File: src/rtl/a2l_pkg.sv
`timescale 1ns / 1ps

package a2l_pkg;

   // default storage sizes
   localparam int unsigned RING_DEPTH_DEF  = 4096;
   localparam int unsigned QUEUE_DEPTH_DEF = 16;

   // item kinds on the request channel
   localparam logic KIND_STREAM = 1'b0;
   localparam logic KIND_PULL   = 1'b1;

   // start code bytes
   localparam logic [7:0] ZERO_BYTE  = 8'h00;
   localparam logic [7:0] START_BYTE = 8'h01;

   // longest zero run held back from the ring
   localparam logic [1:0] ZRUN_MAX = 2'd3;

   typedef struct packed {
      logic       kind;
      logic [7:0] data_byte;
      logic       buffer_end;
   } req_item_type;

   typedef struct packed {
      logic [7:0] out_byte;
      logic       out_valid;
      logic       is_prefix;
      logic       unit_last;
      logic       overflow_seen;
   } rsp_item_type;

   // source of the byte formed in the read stage
   typedef enum logic [1:0] {
      SEL_NONE,
      SEL_LEN_RAM,
      SEL_LEN_REG,
      SEL_PAYLOAD
   } sel_type;

endpackage

File: src/rtl/a2l_stream_if.sv
`timescale 1ns / 1ps

interface a2l_stream_if #(
   parameter type item_type = logic
) ();
   logic     valid;
   logic     ready;
   item_type payload;

   modport source (output valid, output payload, input ready);
   modport sink (input valid, input payload, output ready);
endinterface

File: src/rtl/a2l_ram.sv
`timescale 1ns / 1ps

module a2l_ram #(
   parameter int unsigned WIDTH = 8,
   parameter int unsigned DEPTH = 16,
   localparam int unsigned AW = $clog2(DEPTH)
) (
   input  logic             clock,
   input  logic             wr_en,
   input  logic [AW-1:0]    wr_addr,
   input  logic [WIDTH-1:0] wr_data,
   input  logic             rd_en,
   input  logic [AW-1:0]    rd_addr,
   output logic [WIDTH-1:0] rd_data
);
   logic [WIDTH-1:0] mem_ff [DEPTH];
   logic [WIDTH-1:0] rd_data_ff;

   always_ff @(posedge clock) begin
      if (wr_en) begin
         mem_ff[wr_addr] <= wr_data;
      end
      // read data holds until the next read
      if (rd_en) begin
         rd_data_ff <= mem_ff[rd_addr];
      end
   end

   assign rd_data = rd_data_ff;
endmodule

File: src/rtl/annexb_to_length_prefixed_nal_unit.sv
`timescale 1ns / 1ps

// annex b byte stream to length-prefixed unit converter
//
// req_ch carries one item per handshake: a stream byte (kind 0, with an
// optional buffer_end mark) or a pull (kind 1). stream bytes give no result;
// every pull gives exactly one item on rsp_ch: a length prefix byte, a unit
// payload byte, or an empty item when no closed unit is waiting.
// unit bytes live in a ring ram, closed unit lengths in a small queue ram;
// both rams have a registered read and need no clearing pass.
// throughput: one item per cycle while rsp_ch does not stall. a stream byte
// that breaks a run of held zeros stores those zeros one per cycle through
// the single ring write port, and no new item is accepted until they are
// stored. a pull's result passes the read stage (ram read at the accepting
// edge) and then the output register before it is on rsp_ch.
// when rsp_ch stalls, one pull waits in the read stage and one in the output
// register; stream bytes and pulls stop being accepted only once both are
// full. synchronous reset empties ring, queue and pipeline and clears the
// sticky overflow flag.
module annexb_to_length_prefixed_nal_unit #(
   parameter int unsigned RING_DEPTH         = a2l_pkg::RING_DEPTH_DEF,
   parameter int unsigned LENGTH_QUEUE_DEPTH = a2l_pkg::QUEUE_DEPTH_DEF
) (
   input logic          clock,
   input logic          reset,
   a2l_stream_if.sink   req_ch,
   a2l_stream_if.source rsp_ch
);
   import a2l_pkg::*;

   localparam int unsigned AW  = $clog2(RING_DEPTH);
   localparam int unsigned CW  = $clog2(RING_DEPTH + 1);
   localparam int unsigned CW1 = CW + 1;
   localparam int unsigned QAW = $clog2(LENGTH_QUEUE_DEPTH);
   localparam int unsigned QCW = $clog2(LENGTH_QUEUE_DEPTH + 1);
   localparam int unsigned XW  = 32 - CW;

   localparam logic [CW-1:0]  RD_C    = CW'(RING_DEPTH);
   localparam logic [CW:0]    RD_W    = CW1'(RING_DEPTH);
   localparam logic [AW-1:0]  WP_LAST = AW'(RING_DEPTH - 1);
   localparam logic [QAW-1:0] QP_LAST = QAW'(LENGTH_QUEUE_DEPTH - 1);
   localparam logic [QCW-1:0] QD_C    = QCW'(LENGTH_QUEUE_DEPTH);

   req_item_type req_item;

   // ring and queue control state
   logic [AW-1:0]  wp_ff, wp_in, rp_ff, rp_in;
   logic [CW-1:0]  fill_ff, fill_in;
   logic [CW-1:0]  olen_ff, olen_in;
   logic [CW-1:0]  bleft_ff, bleft_in;
   logic [1:0]     zrun_ff, zrun_in;
   logic [QAW-1:0] qhead_ff, qhead_in, qtail_ff, qtail_in;
   logic [QCW-1:0] qcount_ff, qcount_in;
   logic [2:0]     pidx_ff, pidx_in;
   logic           ovf_ff, ovf_in;

   // pending ring stores of a stream byte that flushes held zeros
   logic [2:0]     pend_rem_ff, pend_rem_in;
   logic [7:0]     pend_last_ff, pend_last_in;
   logic           pend_close_ff, pend_close_in;
   logic           busy;

   // read stage
   logic           s1_valid_ff, s1_valid_in;
   sel_type        s1_sel_ff, s1_sel_in;
   logic [1:0]     s1_pos_ff, s1_pos_in;
   logic           s1_last_ff, s1_last_in;
   logic           s1_ovf_ff, s1_ovf_in;
   logic           s1_adv, s1_free;

   // output register
   logic           rsp_valid_ff, rsp_valid_in;
   rsp_item_type   rsp_item_ff, rsp_item_in;

   // handshakes
   logic           req_acc, str_acc, pull_acc;

   // stream byte decode
   logic [2:0]     dec_n;
   logic [7:0]     dec_last;
   logic           dec_close;
   logic [1:0]     dec_zrun;
   logic [1:0]     zrun_inc;

   // one store-and-close step
   logic           step_go;
   logic [2:0]     rem;
   logic [7:0]     rem_last;
   logic           rem_close;
   logic           st_en, cl_en, room, store_ok;
   logic [7:0]     st_byte;
   logic [CW-1:0]  len1;
   logic           q_full;
   logic [AW-1:0]  wp_inc, wp_rew;
   logic [CW:0]    wp_wide;

   // pull side
   logic           pop, rd_ok, ring_re;
   logic [CW-1:0]  bleft_dec, fill_dec;
   logic [AW-1:0]  rp_inc;
   logic [QAW-1:0] qhead_inc, qtail_inc;

   // ram ports
   logic           ring_we, q_we;
   logic [7:0]     ring_rdata;
   logic [CW-1:0]  q_rdata;
   logic [31:0]    len_word_ram, len_word_reg;

   assign req_item = req_ch.payload;
   assign busy     = (pend_rem_ff != 3'd0);
   assign s1_adv   = !rsp_valid_ff || rsp_ch.ready;
   assign s1_free  = !s1_valid_ff || s1_adv;

   assign req_ch.ready = !reset && !busy && s1_free;
   assign req_acc      = req_ch.valid && req_ch.ready;
   assign str_acc      = req_acc && (req_item.kind == KIND_STREAM);
   assign pull_acc     = req_acc && (req_item.kind == KIND_PULL);

   // start code scan: how many ring stores this byte causes (held zeros
   // first, then the byte itself) and whether the open unit closes
   assign zrun_inc = zrun_ff + 2'd1;

   always_comb begin
      dec_n     = 3'd0;
      dec_last  = ZERO_BYTE;
      dec_close = req_item.buffer_end;
      dec_zrun  = 2'd0;
      if (req_item.data_byte == ZERO_BYTE) begin
         if (zrun_ff == ZRUN_MAX) begin
            // fourth zero and beyond belong to the unit
            dec_n    = req_item.buffer_end ? 3'd4 : 3'd1;
            dec_zrun = req_item.buffer_end ? 2'd0 : ZRUN_MAX;
         end else begin
            dec_n    = req_item.buffer_end ? {1'b0, zrun_inc} : 3'd0;
            dec_zrun = req_item.buffer_end ? 2'd0 : zrun_inc;
         end
      end else if (req_item.data_byte == START_BYTE && zrun_ff >= 2'd2) begin
         // start code: held zeros vanish, open unit closes
         dec_close = 1'b1;
      end else begin
         dec_n    = {1'b0, zrun_ff} + 3'd1;
         dec_last = req_item.data_byte;
      end
   end

   // step operands: fresh from the item or from the pending stores
   assign step_go   = busy || str_acc;
   assign rem       = busy ? pend_rem_ff   : dec_n;
   assign rem_last  = busy ? pend_last_ff  : dec_last;
   assign rem_close = busy ? pend_close_ff : dec_close;

   assign st_en    = (rem != 3'd0);
   assign st_byte  = (rem == 3'd1) ? rem_last : ZERO_BYTE;
   assign cl_en    = rem_close && (rem <= 3'd1);
   assign room     = (fill_ff < RD_C);
   assign store_ok = st_en && room;
   assign len1     = olen_ff + CW'(store_ok);
   assign q_full   = (qcount_ff == QD_C);

   assign wp_inc  = (wp_ff == WP_LAST) ? '0 : wp_ff + AW'(1);
   assign rp_inc  = (rp_ff == WP_LAST) ? '0 : rp_ff + AW'(1);
   assign qhead_inc = (qhead_ff == QP_LAST) ? '0 : qhead_ff + QAW'(1);
   assign qtail_inc = (qtail_ff == QP_LAST) ? '0 : qtail_ff + QAW'(1);

   // dropping a unit rewinds the write pointer by the unit length; a byte
   // stored in the same step cancels out, so the old pointer and length serve
   assign wp_wide = CW1'(wp_ff);
   assign wp_rew  = (wp_wide >= CW1'(olen_ff)) ? AW'(wp_wide - CW1'(olen_ff))
                                               : AW'(wp_wide + RD_W - CW1'(olen_ff));

   assign ring_we = step_go && store_ok;
   assign q_we    = step_go && cl_en && (len1 != '0) && !q_full;

   assign pop       = (pidx_ff == 3'd0) && (qcount_ff != '0);
   assign rd_ok     = (pidx_ff >= 3'd4) && (bleft_ff != '0) && (fill_ff != '0);
   assign ring_re   = pull_acc && rd_ok;
   assign bleft_dec = bleft_ff - CW'(rd_ok);
   assign fill_dec  = fill_ff - CW'(rd_ok);

   always_comb begin
      wp_in         = wp_ff;
      rp_in         = rp_ff;
      fill_in       = fill_ff;
      olen_in       = olen_ff;
      bleft_in      = bleft_ff;
      zrun_in       = zrun_ff;
      qhead_in      = qhead_ff;
      qtail_in      = qtail_ff;
      qcount_in     = qcount_ff;
      pidx_in       = pidx_ff;
      ovf_in        = ovf_ff;
      pend_rem_in   = pend_rem_ff;
      pend_last_in  = pend_last_ff;
      pend_close_in = pend_close_ff;
      s1_sel_in     = SEL_NONE;
      s1_pos_in     = 2'd0;
      s1_last_in    = 1'b0;

      if (step_go) begin
         if (str_acc) begin
            zrun_in = dec_zrun;
         end
         pend_rem_in   = st_en ? rem - 3'd1 : 3'd0;
         pend_last_in  = rem_last;
         pend_close_in = rem_close;
         if (st_en && !room) begin
            ovf_in = 1'b1;
         end
         if (store_ok) begin
            wp_in   = wp_inc;
            fill_in = fill_ff + CW'(1);
         end
         olen_in = len1;
         if (cl_en) begin
            olen_in = '0;
            if (len1 != '0) begin
               if (q_full) begin
                  ovf_in  = 1'b1;
                  wp_in   = wp_rew;
                  fill_in = fill_ff - olen_ff;
               end else begin
                  qtail_in  = qtail_inc;
                  qcount_in = qcount_ff + QCW'(1);
               end
            end
         end
      end else if (pull_acc) begin
         if (pidx_ff == 3'd0) begin
            if (pop) begin
               // length leaves the queue with its first prefix byte
               qhead_in  = qhead_inc;
               qcount_in = qcount_ff - QCW'(1);
               pidx_in   = 3'd1;
               s1_sel_in = SEL_LEN_RAM;
               s1_pos_in = 2'd3;
            end
         end else if (pidx_ff <= 3'd3) begin
            pidx_in   = pidx_ff + 3'd1;
            s1_sel_in = SEL_LEN_REG;
            s1_pos_in = 2'(3'd3 - pidx_ff);
         end else begin
            if (rd_ok) begin
               rp_in     = rp_inc;
               fill_in   = fill_dec;
               bleft_in  = bleft_dec;
               s1_sel_in = SEL_PAYLOAD;
            end
            if (bleft_dec == '0 || fill_dec == '0) begin
               s1_last_in = rd_ok;
               bleft_in   = '0;
               pidx_in    = 3'd0;
            end
         end
      end

      // unit length arrives from the queue ram as its first byte leaves
      if (s1_valid_ff && s1_adv && s1_sel_ff == SEL_LEN_RAM) begin
         bleft_in = q_rdata;
      end
   end

   // read stage capture
   always_comb begin
      s1_valid_in = s1_valid_ff;
      s1_ovf_in   = s1_ovf_ff;
      if (s1_free) begin
         s1_valid_in = pull_acc;
         s1_ovf_in   = ovf_ff;
      end
   end

   // result formation from ram data or the held length
   assign len_word_ram = {{XW{1'b0}}, q_rdata};
   assign len_word_reg = {{XW{1'b0}}, bleft_ff};

   always_comb begin
      rsp_item_in               = '0;
      rsp_item_in.overflow_seen = s1_ovf_ff;
      case (s1_sel_ff)
         SEL_LEN_RAM: begin
            rsp_item_in.out_byte  = len_word_ram[8*s1_pos_ff +: 8];
            rsp_item_in.out_valid = 1'b1;
            rsp_item_in.is_prefix = 1'b1;
         end
         SEL_LEN_REG: begin
            rsp_item_in.out_byte  = len_word_reg[8*s1_pos_ff +: 8];
            rsp_item_in.out_valid = 1'b1;
            rsp_item_in.is_prefix = 1'b1;
         end
         SEL_PAYLOAD: begin
            rsp_item_in.out_byte  = ring_rdata;
            rsp_item_in.out_valid = 1'b1;
            rsp_item_in.unit_last = s1_last_ff;
         end
         default: begin
            rsp_item_in.out_byte = ZERO_BYTE;
         end
      endcase
   end

   assign rsp_valid_in = s1_adv ? s1_valid_ff : rsp_valid_ff;

   always_ff @(posedge clock) begin
      if (reset) begin
         wp_ff         <= '0;
         rp_ff         <= '0;
         fill_ff       <= '0;
         olen_ff       <= '0;
         bleft_ff      <= '0;
         zrun_ff       <= '0;
         qhead_ff      <= '0;
         qtail_ff      <= '0;
         qcount_ff     <= '0;
         pidx_ff       <= '0;
         ovf_ff        <= 1'b0;
         pend_rem_ff   <= '0;
         pend_close_ff <= 1'b0;
         s1_valid_ff   <= 1'b0;
         s1_sel_ff     <= SEL_NONE;
         rsp_valid_ff  <= 1'b0;
      end else begin
         wp_ff         <= wp_in;
         rp_ff         <= rp_in;
         fill_ff       <= fill_in;
         olen_ff       <= olen_in;
         bleft_ff      <= bleft_in;
         zrun_ff       <= zrun_in;
         qhead_ff      <= qhead_in;
         qtail_ff      <= qtail_in;
         qcount_ff     <= qcount_in;
         pidx_ff       <= pidx_in;
         ovf_ff        <= ovf_in;
         pend_rem_ff   <= pend_rem_in;
         pend_close_ff <= pend_close_in;
         s1_valid_ff   <= s1_valid_in;
         if (s1_free) begin
            s1_sel_ff <= s1_sel_in;
         end
         rsp_valid_ff  <= rsp_valid_in;
      end
   end

   // payload registers
   always_ff @(posedge clock) begin
      pend_last_ff <= pend_last_in;
      s1_ovf_ff    <= s1_ovf_in;
      if (s1_free) begin
         s1_pos_ff  <= s1_pos_in;
         s1_last_ff <= s1_last_in;
      end
      if (s1_adv) begin
         rsp_item_ff <= rsp_item_in;
      end
   end

   assign rsp_ch.valid   = rsp_valid_ff;
   assign rsp_ch.payload = rsp_item_ff;

   // unit byte ring
   a2l_ram #(
      .WIDTH (8),
      .DEPTH (RING_DEPTH)
   ) u_ring (
      .clock   (clock),
      .wr_en   (ring_we),
      .wr_addr (wp_ff),
      .wr_data (st_byte),
      .rd_en   (ring_re),
      .rd_addr (rp_ff),
      .rd_data (ring_rdata)
   );

   // closed unit lengths
   a2l_ram #(
      .WIDTH (CW),
      .DEPTH (LENGTH_QUEUE_DEPTH)
   ) u_len_queue (
      .clock   (clock),
      .wr_en   (q_we),
      .wr_addr (qtail_ff),
      .wr_data (len1),
      .rd_en   (pull_acc && pop),
      .rd_addr (qhead_ff),
      .rd_data (q_rdata)
   );

   a_fill_bound: assert property (@(posedge clock) disable iff (reset)
      fill_ff <= RD_C)
      else $error("ring fill above ring depth");

   a_ring_empty_ptrs: assert property (@(posedge clock) disable iff (reset)
      (fill_ff == '0) |-> (wp_ff == rp_ff))
      else $error("empty ring with unequal pointers");

   a_queue_bound: assert property (@(posedge clock) disable iff (reset)
      qcount_ff <= QD_C)
      else $error("length queue count above depth");

   a_queue_ptrs: assert property (@(posedge clock) disable iff (reset)
      (qcount_ff == '0 || qcount_ff == QD_C) |-> (qhead_ff == qtail_ff))
      else $error("length queue pointers disagree with count");

   a_pull_in_stage: assert property (@(posedge clock) disable iff (reset)
      pull_acc |=> s1_valid_ff)
      else $error("accepted pull missing from read stage");

   a_ovf_sticky: assert property (@(posedge clock) disable iff (reset)
      ovf_ff |=> ovf_ff)
      else $error("overflow flag cleared without reset");

endmodule
File: src/flat_wrapper.sv
// flat-port wrapper written by rule: the top's interface ports become plain ports
module annexb_to_length_prefixed_nal_unit_flat import a2l_pkg::*;
#(
   parameter int unsigned RING_DEPTH         = a2l_pkg::RING_DEPTH_DEF,
   parameter int unsigned LENGTH_QUEUE_DEPTH = a2l_pkg::QUEUE_DEPTH_DEF
)
  (clock, reset, req_ch_valid, req_ch_payload, req_ch_ready, rsp_ch_valid, rsp_ch_payload, rsp_ch_ready);
  a2l_stream_if req_ch_i ();
  a2l_stream_if rsp_ch_i ();
  input logic clock;
  input logic reset;
  input wire logic [$bits(req_ch_i.valid)-1:0] req_ch_valid;
  input wire logic [$bits(req_ch_i.payload)-1:0] req_ch_payload;
  output wire logic [$bits(req_ch_i.ready)-1:0] req_ch_ready;
  output wire logic [$bits(rsp_ch_i.valid)-1:0] rsp_ch_valid;
  output wire logic [$bits(rsp_ch_i.payload)-1:0] rsp_ch_payload;
  input wire logic [$bits(rsp_ch_i.ready)-1:0] rsp_ch_ready;
  assign req_ch_i.valid = req_ch_valid;
  assign req_ch_i.payload = req_ch_payload;
  assign req_ch_ready = req_ch_i.ready;
  assign rsp_ch_valid = rsp_ch_i.valid;
  assign rsp_ch_payload = rsp_ch_i.payload;
  assign rsp_ch_i.ready = rsp_ch_ready;
  annexb_to_length_prefixed_nal_unit #(.RING_DEPTH(RING_DEPTH), .LENGTH_QUEUE_DEPTH(LENGTH_QUEUE_DEPTH)) u_core (.clock(clock), .reset(reset), .req_ch(req_ch_i), .rsp_ch(rsp_ch_i));
endmodule
File: config.mk
export PLATFORM = sky130hd
export DESIGN_NAME = annexb_to_length_prefixed_nal_unit_flat
export DESIGN_NICKNAME = d
export VERILOG_FILES = /design/src/rtl/a2l_pkg.sv /design/src/rtl/a2l_stream_if.sv /design/src/rtl/a2l_ram.sv /design/src/rtl/annexb_to_length_prefixed_nal_unit.sv /design/src/flat_wrapper.sv
export SDC_FILE = /design/constraint.sdc
export NUM_CORES = 1
export LEC_CHECK = 0
export BUFFER_PORTS_ARGS = -buffer_cell sky130_fd_sc_hd__clkbuf_2
export CAP_MARGIN = 25
export CORE_ASPECT_RATIO = 1.1
export CORE_MARGIN = 5
export CORE_UTILIZATION = 52
export CTS_CLUSTER_SIZE = 12
export DETAILED_ROUTE_END_ITERATION = 8
export PLACE_DENSITY = 0.68
export SYNTH_ARGS = -nofsm -noshare
export SYNTH_HDL_FRONTEND = slang
export SYNTH_HIERARCHICAL = 1
export SYNTH_SLANG_ARGS = --single-unit
File: constraint.sdc
create_clock -name clock -period 8.9 [get_ports clock]
set_input_delay 1.335 -clock clock [delete_from_list [all_inputs] [get_ports clock]]
set_output_delay 1.335 -clock clock [all_outputs]
set_load 0.005 [all_outputs]
==> results of run 1 <==
[logic make-up after synthesis]
kind of cell / Yosys count
buf+inv: 48
xor+xnor: 13
simple gates: 149
mux: 5
fa+ha+maj: 21
compound gates: 106
flops: 40
other cells: 1
[worst max-delay path: stages]
cell and delay, ns:
clkbuf_2 0.13, nor2b_1 0.21, a21oi_1 0.10, o31ai_1 0.33
nor2_1 0.13, ha_1 0.29, nor2_1 0.33, ha_1 0.29
ha_1 0.28, nand4_1 0.20, nor4_4 0.32, nand4_1 0.21
a2111oi_4 0.50, a211o_1 0.57, nor4_1 0.15, or3_1 0.38
[path summary, 6_finish.rpt]
path,start,end,slack (ns)
hold / removal,u_core/s1_ovf_ff,u_core/rsp_ch.payload,0.33
hold reg to reg,u_core/s1_ovf_ff,u_core/rsp_ch.payload,0.33
setup reg to reg,u_core/zrun_ff[0],u_core/fill_ff[7],3.94
setup / recovery,req_ch_payload,u_core/fill_ff[7],3.33
[Yosys cell counts, types with 5 or more instances]
cell	n	share of area, %
a21oi_1	33	5.5
nor4_1	5	1.0
inv_1	29	3.7
nand2_1	24	3.0
nand3_1	20	3.4
o31ai_1	8	2.0
dfxtp_1	40	27
nor2b_1	7	1.5
and3_1	9	1.9
xnor2_1	9	2.6
ha_1	20	8.4
nor2_1	29	3.7
a211oi_1	5	1.3
or3_1	7	1.5
o21ai_0	19	3.2
nand4_1	9	1.9
buf_4	5	1.3
clkbuf_1	9	1.1
nor3_1	15	2.5
a311oi_1	6	1.8
a31oi_1	9	1.9
[power groups by stage]
stage / Clock [mW] / Sequential [mW] / Combinational (mW)
detailed placement: 0 / 0.187 / 0.0475
global placement: 0 / 0.186 / 0.0467
finish: 0.162 / 0.182 / 0.0483
floorplan: 0 / 0.186 / 0.0360
CTS: 0.165 / 0.182 / 0.0478
global route: 0.172 / 0.183 / 0.0528
[cells in the final DEF (no fill, tap or decap), types with 7 or more instances in the layout]
| cell type | count |
|---|---|
| clkbuf_8 | 7 |
| xnor2_1 | 9 |
| nor3_1 | 15 |
| a21oi_1 | 33 |
| ha_1 | 20 |
| inv_1 | 29 |
| or3_1 | 7 |
| nor2b_1 | 7 |
| o21ai_0 | 19 |
| and3_1 | 9 |
| nand2_1 | 24 |
| nand4_1 | 9 |
| nor2_1 | 29 |
| dfxtp_1 | 40 |
| a31oi_1 | 9 |
| nand3_1 | 20 |
| o31ai_1 | 8 |
[sequential cells by signal (all words and copies together) (netlist names)]
name / flops
u_core/s1_ovf_ff: 1
u_core/olen_ff: 13
u_core/qcount_ff: 5
u_core/pend_close_ff: 1
u_core/ovf_ff: 1
u_core/pend_rem_ff: 3
u_core/fill_ff: 13
u_core/rsp_ch.payload: 1
u_core/zrun_ff: 2
[cell type report]
cell class | count | area [um2] | area share, %
clock inverter | 2 | 38.79 | 1.230
tap | 77 | 96.34 | 3.054
multi-input combinational | 295 | 1966 | 62.32
timing repair buffer | 8 | 53.80 | 1.706
sequential | 40 | 800.8 | 25.39
inverter | 31 | 116.4 | 3.689
clock buffer | 6 | 82.58 | 2.618
[routing by layer]
| metal | part of all wire, % | vias up | wire (um) | track usage [%] |
|---|---|---|---|---|
| li1 | - | 1415 | - | - |
| met1 | 47 | 1325 | 3437 | 27.93 |
| met2 | 47 | 85 | 3501 | 33.82 |
| met3 | 3.6 | 19 | 266 | 2.923 |
| met4 | 2.4 | 0 | 180 | 8.610 |
| met5 | 0 | - | 0 | 0 |
[per-stage QoR]
stage          hold WS [ns]  cell area [um2]  instances  utilization (%)  setup slack, ns
6_report             0.3344             3154        459            55.73            3.326
3_5_place_dp         0.3179             3019        450            53.34            3.017
3_3_place_gp         0.3106             3019        450            53.34            3.050
2_1_floorplan        0.3096             2982        383                -            4.042
5_1_grt              0.3477             3154        459            55.73            2.962
4_1_cts              0.3381             3141        458            55.48            3.316
==> qor.yml, run 1 <==
grt.overflow.total: 0
synthAdderAreaFrac_pct: 9.064
core_um2: 5660
grt_max_degree: 32
vias: 2844
worst_pin_slew_ns: 0.8036
period_minus_slack_ns: 5.574
area_growth_pct: 5.791
post_cts_buffers: 0
syn_area_um2: 2982
power.density_nw_per_um2: 124.3
ioPinCount: 8
synth_mux_area_share_pct: 1.762
pwr-share-seq_pct: 46.5
cts_buffers: 5
ys_ff_latch: 40
path_max_fanout: 17
fin_total_pwr_mw: 0.3922
synth_edf_count: 0
hold_depth: 0
rows: 29
slew_viol_final: 0
report.final.hold_viol_count: 0
cp-end-kind: "register"
vdd_drop_max_mv: 0.07117
period_share_pct: 62.63
avgViaCountPerCell: 6.196
die_y_um: 89.42
synth_top_family_by_area: "simple AND/OR/NAND/NOR gates"
pwr-share-clk_pct: 41.2
drv_cap: 0
initialDrtViolationCount: 192
die_w_um: 82.20
first_pass_iters: 6
nets: 407
clock-root-buffer: "clkbuf_8"
grt_usage_pct: 20.97
clockBufferDepth: 2
setup_viol: 0
syn_inst: 383
ant_nets: 0
max_freq_mhz: 179.4
crit_type: "primary input to register"
grt_pass1_wl_um: 12040
clock_latency_ns: 0.30
synth_xor_area_share_pct: 3.819
worst_setup_path_start_kind: "primary input"
synth_ff_type: "dfxtp_1"
async_reset_ff_share_pct: 0
h-tree-depth: 2
outcome: "complete, no violations"
synthesis.nets: 409
cts_resized: 0
synth-seq-area-share_pct: 26.86
min_path_type: "register to register"
synth.avg_cell_area_um2: 7.785
pwr-share-comb_pct: 12.3
drive_gt1_share_pct: 7.853
grt_pass1_vias: 2519
worst-r2r-cell-count: 16
drc_errors: 0
antenna_found_initial: 0
cts_sinks: 40
dieArea_um2: 7350
gp_congestion: 0.8876
fin_skew_ns: 0.005016
n_fill_cell: 559
switching_share_pct: 26.45
cts-hold-fix-buffers: 0
wl_um: 7385
required_ns: 9.09
relSlewSlack_pct: 46.43
power_leakage_nw: 1.127
cts.clk_slew.worst_paths_ns: 0.08
power.net_switching_mw: 0.1037
rsz0062_at_grt: "no"
netlist-cell-type-count: 59
synthSimpleGateAreaFrac_pct: 27.23
setup-tns-final_ns: 0
power.internal_mw: 0.2885
synth_warnings: 6
hpwl_um: 5272
synth_compound_area_share_pct: 23.92
initial_core_util_pct: 52.67
cts_tree: "built"
num_antenna_cells: 0
wire_per_inst_um: 16.09
cp.arrival_ns: 5.76
port_buffers: 5
(Power assumes the default switching activity.)
==> run 2: changes to the inputs <==
==> constraint.sdc (replaced) <==
create_clock -name clock -period 5.15 [get_ports clock]
set_input_delay 0.7725 -clock clock [delete_from_list [all_inputs] [get_ports clock]]
set_output_delay 0.7725 -clock clock [all_outputs]
set_load 0.005 [all_outputs]
==> run 2 against run 1 <==
Effect of this change: critical path depth grew 1; worst hold slack got worse by 0.0048 ns; clock skew is 0.00084 ns lower; design area up 1.3%; non-clock buffer count rose by 5; global-route usage increased by 1.1 points; count of clock-buffer cells in the layout grew 1; critical path type unchanged; largest power group unchanged.
==> qor.yml, run 2 (synthesis gave the netlist of run 1 again) <==
timing.critical_path.slowest_cell_delay_ns: 0.50  # was 0.57 ns
rsz0062_at_grt: "no"  # unchanged
r2r-end: "u_core/fill_ff[10]"  # was u_core/fill_ff[7]
dieArea_um2: 7350  # unchanged
final_cell_mix: "dfxtp_1 (40), a21oi_1 (33), inv_1 (29), nor2_1 (29), nand2_1 (24)"  # unchanged
cts_resized: 0  # unchanged
post_cts_buffers: 0  # unchanged
area_growth_pct: 7.218  # was 5.791%
wl_um: 7251  # was 7385 um
grt_pass1_wl_um: 12560  # was 12040 um
die_w_um: 82.20  # unchanged
reg2reg_from: "u_core/zrun_ff[0]"  # unchanged
hpwl_um: 5324  # was 5272 um
drv_cap: 0  # unchanged
fin_total_pwr_mw: 0.6830  # was 0.3922 mW
crit_type: "primary input to register"  # unchanged
drive_gt1_share_pct: 9.044  # was 7.853%
initialDrtViolationCount: 239  # was 192
cp_cell_sequence: "clkbuf_2, nor2b_1, a21oi_1, o31ai_1, nor2_1, ha_1, nor2_1, ha_1, ha_1, nand4_1, nor4_4, nand4_1, a2111oi_4, a211oi_2, clkbuf_8, or4_1, o211ai_1"  # was clkbuf_2, nor2b_1, a21oi_1, o31ai_1, nor2_1, ha_1, nor2_1, ha_1, ha_1, nand4_1, nor4_4, nand4_1, a2111oi_4, a211o_1, nor4_1, or3_1
port_buffers: 5  # unchanged
max_freq_mhz: 223.0
rows: 29  # unchanged
use_met1_pct: 28.65  # was 27.93%
crit_top_cell: "ha_1"  # unchanged
nets: 412  # was 407
wire_per_inst_um: 15.63  # was 16.09 um
vdd_drop_max_mv: 0.1469  # was 0.07117 mV
period_share_pct: 87.09
worst-r2r-cell-count: 17  # was 16
grt_usage_pct: 22.07  # was 20.97%
power.density_nw_per_um2: 213.6  # was 124.3 nW/um2
worst_pin_slew_ns: 0.8189  # was 0.8036 ns
endpoint: "u_core/fill_ff[10]"  # was u_core/fill_ff[7]
cp-startpoint: "req_ch_payload"  # unchanged
cts-hold-fix-buffers: 0  # unchanged
power_leakage_nw: 1.154  # was 1.127 nW
grt.overflow.total: 0  # unchanged
r2r_slack_ns: 0.72  # was 3.94 ns
setup_viol: 0  # unchanged
clockBufferDepth: 2  # unchanged
initial_core_util_pct: 52.67  # unchanged
relSlewSlack_pct: 45.40  # was 46.43%
first_pass_iters: 4  # was 6
avgViaCountPerCell: 6.147  # was 6.196
ant_nets: 0  # unchanged
setup-tns-final_ns: 0  # unchanged
slew_viol_final: 0  # unchanged
fin_skew_ns: 0.004177  # was 0.005016 ns
h-tree-depth: 2  # unchanged
gp_congestion: 0.8705  # was 0.8876
layout.cells.non_filler: 464  # was 459
grt_pass1_vias: 2640  # was 2519
utilization_pct: 56.48  # was 55.73%
grt.busiest_layer: "met2"  # unchanged
cts_buffers: 5  # unchanged
die_y_um: 89.42  # unchanged
core_um2: 5660  # unchanged
ioPinCount: 8  # unchanged
top_regs: "u_core/fill_ff: 13 flops, u_core/olen_ff: 13 flops, u_core/qcount_ff: 5 flops"  # unchanged
cts_sinks: 40  # unchanged
report.final.hold_viol_count: 0  # unchanged
cp.arrival_ns: 4.71  # was 5.76 ns
clock-root-buffer: "clkbuf_8"  # unchanged
hold_depth: 0  # unchanged
n_fill_cell: 564  # was 559
period_minus_slack_ns: 4.485
clock_latency_ns: 0.29  # was 0.30 ns
num_antenna_cells: 0  # unchanged
required_ns: 5.37  # was 9.09 ns
met3_usage_pct: 3.931  # was 2.923%
antenna_found_initial: 0  # unchanged
cp-end-kind: "register"  # unchanged
grt_max_degree: 32  # unchanged
post-place-cells: 455  # was 450
outcome: "complete, no violations"  # unchanged
path_max_fanout: 14  # was 17
cts.clk_slew.worst_paths_ns: 0.08  # about the same
vias: 2852  # was 2844
slowest_stage: "a2111oi_4"  # was a211o_1
min_path_type: "register to register"  # unchanged
use_met2_pct: 36.44  # was 33.82%
cts_tree: "built"  # unchanged
worst_setup_path_start_kind: "primary input"  # unchanged
whs_ns: 0.3296  # was 0.3344 ns
layout_commonest_cell: "dfxtp_1"  # unchanged
drc_errors: 0  # unchanged
run 2: cell count changes in the layout (fill, tap and decap cells not counted), sizes merged:
cell | before | now
buf | 2 | 7
clkbuf | 12 | 13
clkinv | 1 | 0
run 2: power breakdown:
part | internal (mW) | switching, mW | total, mW
Sequential | 0.312 | 0.00284 | 0.315
Combinational | 0.0297 | 0.0556 | 0.0853
Clock | 0.171 | 0.112 | 0.283
Total | 0.513 | 0.170 | 0.683
run 2: stage by stage:
step	instance area (um2)	setup slack, ns
global route	3197	0.3388
CTS	3183	0.4749
finish	3197	0.6650
detailed placement	3057	0.1499
global placement	3057	0.2480
floorplan	2982	0.8544
run 2: routing by layer:
| layer | wire [um] | up-vias | part of all wire [%] |
|---|---|---|---|
| li1 | - | 1434 | - |
| met1 | 3283 | 1345 | 45 |
| met2 | 3547 | 63 | 49 |
| met3 | 312 | 10 | 4.3 |
| met4 | 107 | 0 | 1.5 |
| met5 | 0 | - | 0 |
run 2: layout make-up:
cell class / count / area [um2] / area share [%]
Multi-Input combinational cell: 295 / 1966 / 61.49
Sequential cell: 40 / 800.8 / 25.05
Inverter: 31 / 116.4 / 3.640
Clock buffer: 7 / 96.34 / 3.014
Tap cell: 77 / 96.34 / 3.014
Timing Repair Buffer: 13 / 91.34 / 2.857
Clock inverter: 1 / 30.03 / 0.9393
run 2: worst min-delay path by stage:
stage | from | end
after floorplan | u_core/s1_ovf_ff | u_core/rsp_ch.payload
after global placement | u_core/s1_ovf_ff | u_core/rsp_ch.payload
after detailed placement | u_core/s1_ovf_ff | u_core/rsp_ch.payload
after CTS | u_core/s1_ovf_ff | u_core/rsp_ch.payload
after global routing | u_core/s1_ovf_ff | u_core/rsp_ch.payload
final | u_core/s1_ovf_ff | u_core/rsp_ch.payload
run 2: worst max-delay path, delay by kind of cell:
family          cells  cell delay (ns)
compound gates      5             1.22
fa+ha+maj           3             0.69
buf+inv             2             0.34
simple gates        7             1.68
